==> src/sv/msbp_pkg.sv <==
// Package for the metadata speed block parser.
// Holds the parse phase type and the fixed codes and values of the format.
// No dependencies.
package msbp_pkg;

	typedef enum logic [6:0] {
		PH_SIZE_HDR = 7'b0000001,
		PH_SIZE_EXT = 7'b0000010,
		PH_NAME_HDR = 7'b0000100,
		PH_NAME_EXT = 7'b0001000,
		PH_SPEED    = 7'b0010000,
		PH_SKIP     = 7'b0100000,
		PH_STOPPED  = 7'b1000000
	} phase_t;

	localparam int unsigned VALUE_BITS_PER_BYTE = 7;
	localparam logic [7:0]  SPEED_NAME          = 8'd2;
	localparam logic [7:0]  NORMAL_SPEED_LO     = 8'd31;
	localparam logic [7:0]  NORMAL_SPEED_HI     = 8'd32;
	localparam int unsigned SPEED_SIGN_BIT      = 7;

endpackage

==> src/sv/metadata_speed_block_parser.sv <==
// Metadata speed block parser, top level.
// Depends on msbp_pkg for the phase type and format constants.
//
// Usage:
//   Input channel s_*: one metadata byte per beat. s_tlast marks the last byte
//   of a frame; s_tuser high means the frame carries no metadata, the byte is
//   ignored and the frame ends. Bytes are read as blocks headed by a
//   variable-length size and name; the first block named 2 with a nonzero
//   size holds a sign-magnitude speed byte, sign bit set when positive.
//   Output channel m_*: one beat per frame end with the speed, whether it was
//   found, whether playback is normal (31, 32 or unknown) and whether the
//   filtered speed changed since the previous frame.
//   Pipeline: an accepted byte is held in the input register and parsed
//   from there; its result (if any) goes to the result register on m_*.
//   Throughput: one byte per cycle while m_* is not stalled; parse state
//   updates in a single pass between the input and result registers.
//   Reset: parse state clears, no previous frame is known, both channels idle.
//   A stalled receiver holds the result; one more byte waits in the input
//   register, then s_tready drops until the result is taken.
module metadata_speed_block_parser #(
	parameter int MAX_INTEGER_BYTES = 8
) (
	input  logic        clk,
	input  logic        arst_n,
	input  logic        s_tvalid,
	output logic        s_tready,
	input  logic [7:0]  s_tdata,   // [7:0] data_byte
	input  logic        s_tlast,   // end_of_frame
	input  logic        s_tuser,   // no_metadata
	output logic        m_tvalid,
	input  logic        m_tready,
	output logic [15:0] m_tdata    // [7:0] speed, [8] speed_known,
	                               // [9] normal_playback, [10] speed_changed
);
	import msbp_pkg::*;

	localparam int ACC_W = VALUE_BITS_PER_BYTE * MAX_INTEGER_BYTES;

	logic             valid_s1;
	logic [7:0]       byte_s1;
	logic             last_s1;
	logic             nomd_s1;

	phase_t           ph_q, ph_d;
	logic [ACC_W-1:0] acc_q, acc_d;
	logic [2:0]       left_q, left_d;
	logic [2:0]       len_q, len_d;
	logic [ACC_W-1:0] blen_q, blen_d;
	logic [ACC_W-1:0] skip_q, skip_d;
	logic [7:0]       fspd_q, fspd_d;
	logic             ffl_q, ffl_d;
	logic [7:0]       prev_spd_q;
	logic             prev_known_q;
	logic             seen_q;

	logic             out_valid_q;
	logic [7:0]       out_spd_q;
	logic             out_known_q;
	logic             out_normal_q;
	logic             out_changed_q;

	logic             advance;
	logic             proc;
	logic             frame_end;
	logic [3:0]       lead;
	logic             run;
	logic             int_err;
	logic [7:0]       first_val;
	logic             int_done;
	logic             is_size;
	logic [ACC_W-1:0] ones_mask;
	logic             known;
	logic [7:0]       spd;
	logic             normal;
	logic             fk;
	logic [7:0]       fs;
	logic             changed;

	assign advance   = !out_valid_q || m_tready;
	assign s_tready  = !valid_s1 || advance;
	assign proc      = valid_s1 && advance;
	assign frame_end = nomd_s1 || last_s1;

	always_comb begin
		lead = 4'd0;
		run  = 1'b1;
		for (int i = 7; i >= 0; i--) begin
			if (run && byte_s1[i]) begin
				lead = lead + 4'd1;
			end else begin
				run = 1'b0;
			end
		end
		int_err   = lead[3] || (int'(lead) >= MAX_INTEGER_BYTES);
		first_val = byte_s1 & (8'hFF >> lead);
	end

	always_comb begin
		ph_d     = ph_q;
		acc_d    = acc_q;
		left_d   = left_q;
		len_d    = len_q;
		blen_d   = blen_q;
		skip_d   = skip_q;
		fspd_d   = fspd_q;
		ffl_d    = ffl_q;
		int_done = 1'b0;
		is_size  = ph_q inside {PH_SIZE_HDR, PH_SIZE_EXT};
		case (ph_q)
			PH_SIZE_HDR, PH_NAME_HDR: begin
				if (int_err) begin
					ph_d = PH_STOPPED;
				end else begin
					acc_d  = ACC_W'(first_val);
					left_d = lead[2:0];
					len_d  = lead[2:0];
					if (lead != 4'd0) begin
						ph_d = is_size ? PH_SIZE_EXT : PH_NAME_EXT;
					end else begin
						int_done = 1'b1;
					end
				end
			end
			PH_SIZE_EXT, PH_NAME_EXT: begin
				acc_d  = ACC_W'({acc_q, byte_s1});
				left_d = left_q - 3'd1;
				if (left_q == 3'd1) begin
					int_done = 1'b1;
				end
			end
			PH_SPEED: begin
				if (byte_s1[SPEED_SIGN_BIT]) begin
					fspd_d = {1'b0, byte_s1[6:0]};
				end else begin
					fspd_d = 8'd0 - {1'b0, byte_s1[6:0]};
				end
				ffl_d = 1'b1;
				ph_d  = PH_STOPPED;
			end
			PH_SKIP: begin
				skip_d = skip_q - ACC_W'(1);
				if (skip_d == '0) begin
					ph_d = PH_SIZE_HDR;
				end
			end
			PH_STOPPED: begin
				ph_d = PH_STOPPED;
			end
			default: begin
				ph_d = PH_STOPPED;
			end
		endcase

		for (int i = 0; i < ACC_W; i++) begin
			ones_mask[i] = (i < (int'(len_d) + 1) * int'(VALUE_BITS_PER_BYTE));
		end

		if (int_done) begin
			if (acc_d == ones_mask) begin
				ph_d = PH_STOPPED;
			end else if (is_size) begin
				blen_d = acc_d;
				ph_d   = PH_NAME_HDR;
			end else if (acc_d == ACC_W'(SPEED_NAME) && blen_q != '0) begin
				ph_d = PH_SPEED;
			end else begin
				skip_d = blen_q;
				ph_d   = (blen_q != '0) ? PH_SKIP : PH_SIZE_HDR;
			end
		end
	end

	always_comb begin
		known   = !nomd_s1 && ffl_d;
		spd     = known ? fspd_d : 8'd0;
		normal  = !known || (spd inside {NORMAL_SPEED_LO, NORMAL_SPEED_HI});
		fk      = known && !normal;
		fs      = fk ? spd : 8'd0;
		changed = seen_q && ((fk != prev_known_q) || (fk && fs != prev_spd_q));
	end

	always_ff @(posedge clk or negedge arst_n) begin
		if (!arst_n) begin
			valid_s1 <= 1'b0;
		end else if (s_tready) begin
			valid_s1 <= s_tvalid;
		end
	end

	always_ff @(posedge clk) begin
		if (s_tready && s_tvalid) begin
			byte_s1 <= s_tdata;
			last_s1 <= s_tlast;
			nomd_s1 <= s_tuser;
		end
	end

	always_ff @(posedge clk or negedge arst_n) begin
		if (!arst_n) begin
			ph_q         <= PH_SIZE_HDR;
			acc_q        <= '0;
			left_q       <= '0;
			len_q        <= '0;
			blen_q       <= '0;
			skip_q       <= '0;
			fspd_q       <= '0;
			ffl_q        <= 1'b0;
			prev_spd_q   <= '0;
			prev_known_q <= 1'b0;
			seen_q       <= 1'b0;
		end else if (proc) begin
			if (frame_end) begin
				ph_q         <= PH_SIZE_HDR;
				acc_q        <= '0;
				left_q       <= '0;
				len_q        <= '0;
				blen_q       <= '0;
				skip_q       <= '0;
				fspd_q       <= '0;
				ffl_q        <= 1'b0;
				prev_spd_q   <= fs;
				prev_known_q <= fk;
				seen_q       <= 1'b1;
			end else begin
				ph_q   <= ph_d;
				acc_q  <= acc_d;
				left_q <= left_d;
				len_q  <= len_d;
				blen_q <= blen_d;
				skip_q <= skip_d;
				fspd_q <= fspd_d;
				ffl_q  <= ffl_d;
			end
		end
	end

	always_ff @(posedge clk or negedge arst_n) begin
		if (!arst_n) begin
			out_valid_q <= 1'b0;
		end else if (advance) begin
			out_valid_q <= proc && frame_end;
		end
	end

	always_ff @(posedge clk) begin
		if (proc && frame_end) begin
			out_spd_q     <= spd;
			out_known_q   <= known;
			out_normal_q  <= normal;
			out_changed_q <= changed;
		end
	end

	assign m_tvalid = out_valid_q;
	assign m_tdata  = {5'd0, out_changed_q, out_normal_q, out_known_q, out_spd_q};

endmodule

==> config.mk <==
export PLATFORM = sky130hd
export DESIGN_NAME = metadata_speed_block_parser
export DESIGN_NICKNAME = d
export VERILOG_FILES = /design/src/sv/msbp_pkg.sv /design/src/sv/metadata_speed_block_parser.sv
export SDC_FILE = /design/constraint.sdc
export NUM_CORES = 1
export LEC_CHECK = 0
export ABC_AREA = 1
export ABC_CLOCK_PERIOD_IN_PS = 5550
export BUFFER_PORTS_ARGS = -buffer_cell sky130_fd_sc_hd__buf_4
export CORE_MARGIN = 2
export CORE_UTILIZATION = 35
export CTS_CLUSTER_DIAMETER = 60
export DETAILED_ROUTE_END_ITERATION = 16
export GPL_ROUTABILITY_DRIVEN = 0
export GPL_TIMING_DRIVEN = 1
export PLACE_DENSITY = 0.56
export SETUP_SLACK_MARGIN = 0.1
export SLEW_MARGIN = 20
export SYNTH_ARGS = -nofsm -noshare
export SYNTH_HDL_FRONTEND = slang
export SYNTH_SLANG_ARGS = --single-unit
==> constraint.sdc <==
create_clock -name clk -period 5.55 [get_ports clk]
set_input_delay 1.11 -clock clk [delete_from_list [all_inputs] [get_ports clk]]
set_output_delay 1.11 -clock clk [all_outputs]
set_load 0.1 [all_outputs]
==> impl_metrics.ini <==
[status]
status = finished, violations left
violations = setup timing

[min_path]
hold_depth = 1
hold_class = register to register
min-delay-start = seen_q

[grt]
grt-ovfl-total = 0
grt.total_usage_pct = 21.0
grt_pass1_wl_um = 76400
antenna_found_initial = 0
grt_max_degree = 97
grt_pass1_vias = 14300

[floorplan]
ioPinCount = 32
dieArea_sq_mm = 0.0455
die_h_um = 213
core.rowCount = 76
die_x_um = 213
start_util_pct = 35.5
coreArea_sq_mm = 0.0432

[setup_path]
r2r_start = byte_s1[6]
cpPeakStageDelay_ns = 0.62
cp_slowest_cell = fa_2
end_kind = register
crit_required_ns = 6.06
crit_path_start = byte_s1[6]
startpoint_type = register
worst-path-max-fanout = 7
arrival_ns = 6.25
rr_worst_depth = 36
path_common_cell = nand2_1
crit_type = register to register

[timing]
drv_slew = 0
finalCritPeriodShare_pct = 103
finalHoldViolCount = 0
period_minus_slack_ns = 5.74
grt_setup_unrepaired = true
slew-limit-headroom_pct = 39.7
fmax_mhz = 174
setup_viol = 116
worst_pin_slew_ns = 0.896
fin_ws_ns = -0.188
fin_hold_ws_ns = 0.477
finalClockSkew_ns = 0.0170

[logic_synthesis]
yosys.area.top_type = dfrtp_1
synthTopCellsByCount = nand2_1 (685), nor2_1 (271), inv_1 (261)
postSynthAreaPerCell_sq_um = 6.75
synth_top_family_by_area = simple AND/OR/NAND/NOR gates
muxShareOfSynthArea_pct = 0.457
synth.distinct_cells = 51
synth-seq-cells = 223
yosysMostFrequentCell = nand2_1
synth_area_leaders = dfrtp_1 (33%), nand2_1 (17%), nor2_1 (6.6%)
synth_cells = 2268
synth-compound-area-share_pct = 8.70
yosys_warnings = 0
synth_edf_count = 21
async_reset_ff_share_pct = 90.6
synth_top_area_share_pct = 32.8
synth_fa_ha_area_share_pct = 1.49
yosysSeqAreaShare_pct = 37.1
synth_ff_type = dfrtp_1
synth_area_sq_mm = 0.0153
synthXorXnorAreaFrac_pct = 3.83
synth-simple-area-share_pct = 37.4

[cts]
cts.sinks = 223
htreeDepth = 1
clk_path_buf_depth = 3
clkLatencyLatePin_ns = 0.58
cts_root_buf = clkbuf_16
cts-buffers-inserted = 31
ctsHoldBuffers = 0
path_clk_slew_ns = 0.06
cts_tree = done

[placement]
dp_hpwl_um = 32200
portBuffers = 26

[routing]
drt-initial-drc-count = 992
antenna_left = 0
dr.pass1.iters = 7
wl_per_cell_um = 16.1
wl_um = 47400
via_per_inst = 5.03
vias = 14800
route.detailed.drc = 0

[pwr]
peakVddDrop_uv = 401
leakage_nw = 9.22
totalPowerFinal_mw = 11.5
power.density_mw_per_mm2 = 615

[finish]
diodes = 0
layout-drive-gt1-share_pct = 15.6
num-fill-cells = 4480
area_growth_pct = 22.0
layout.nets = 2371

[job]
cap_violations = 0
## what timing repair did
action,CTS,global route
endpoints found under the setup margin,117,117
buffers inserted,13,8
resized for setup,75,51
cloned,9,9
pin swaps,43,90
## stage by stage
stage	instance area (sq um)	setup TNS, ns	std cells	util (%)	worst slack, ns
after detailed placement	16500	-26.78	2853	38.3	-0.305
after floorplan	15500	0	2272	-	0.0519
after CTS	18200	-21.86	2933	42.1	-0.236
after global routing	18700	-55.70	2950	43.3	-0.521
final	18700	-15.86	2950	43.3	-0.188
after global placement	16500	-17.77	2853	38.3	-0.229
## placed cells by master, fill, tap and decap left out, types with 7 or more instances in the layout
master     netlist  routed
a21oi_1         39      34
buf_12           0      13
buf_16           0       9
buf_4           19     110
buf_6           18       8
clkbuf_16        0      38
dfrtp_1        201     201
edfxtp_1        21      21
ha_1            15       9
inv_1          261     251
inv_2           10      16
inv_6            0       8
mux2i_1          7       7
nand2_1        685     644
nand2_2          7      38
nand2_4          3      13
nand3_1        191     152
nand3_2          5      40
nand4_1         88      88
nor2_1         271     266
nor3_1          25      24
nor4_1          27      26
o21ai_0        145     142
o21bai_1        24      24
o21bai_2         7       7
o22ai_1          8       7
or2_2            8       7
xnor2_1         26      26
xor2_1          41      39
## report_power, final
group / switching, mW / internal (mW) / total [mW]
clock: 0.823 / 1.18 / 2.01
sequential: 0.155 / 1.78 / 1.94
combinational: 4.69 / 2.86 / 7.55
total: 5.67 / 5.83 / 11.5
## registers in the layout (all words and copies together), names as in the netlist
signal / count
out_changed_q: 1
acc_q: 56
nomd_s1: 1
out_known_q: 1
left_q: 3
valid_s1: 1
m_tvalid: 1
ph_q: 7
byte_s1: 8
blen_q: 56
prev_spd_q: 8
len_q: 3
prev_known_q: 1
out_spd_q: 8
seen_q: 1
fspd_q: 8
skip_q: 56
out_normal_q: 1
ffl_q: 1
last_s1: 1
## area by class of cell
cell class / instances / area (sq um) / area share (%)
clock buffer: 37 / 838 / 4.49
clock inverter: 21 / 196 / 1.05
inverter: 274 / 1040 / 5.58
multi-input combinational: 1660 / 8550 / 45.7
sequential: 223 / 5690 / 30.4
tap: 585 / 732 / 3.92
timing repair buffer: 150 / 1640 / 8.79
## kinds of logic after synthesis
logic type | Yosys count
AOI/OAI and AO/OA | 237
DFF | 223
muxes | 7
other | 1
and+or+nand+nor | 1327
buffers and inverters | 389
xor gates and xnor gates | 67
adders and majority gates | 17
## layer usage
| layer | GRT usage [%] | vias up | part of all wire, % |
|---|---|---|---|
| met4 | 7.38 | 0 | 3.4 |
| met3 | 2.53 | 92 | 4.9 |
| met5 | 0 | - | 0 |
| met2 | 33.8 | 390 | 46 |
| met1 | 29.1 | 6931 | 46 |
| li1 | - | 7420 | - |
## final timing paths
path | end | slack (ns)
min reg2reg | seen_q | 0.48
min | seen_q | 0.48
min in group asynchronous | prev_spd_q[1] | 0.54
max | blen_q[27] | -0.19
max reg2reg | blen_q[27] | -0.19
max in group asynchronous | acc_q[29] | 3.87
## critical path: cells and delay by family (launching register included)
| kind | cells | cell delay, ns |
|---|---|---|
| flip-flops | 1 | 0.48 |
| adder cells (fa/ha/maj) | 5 | 1.79 |
| AO/OA/AOI/OAI | 5 | 0.62 |
| buffers and inverters | 7 | 0.83 |
| XOR/XNOR | 1 | 0.18 |
| AND/OR/NAND/NOR | 18 | 1.76 |
Power figures use the tool's default switching activity.
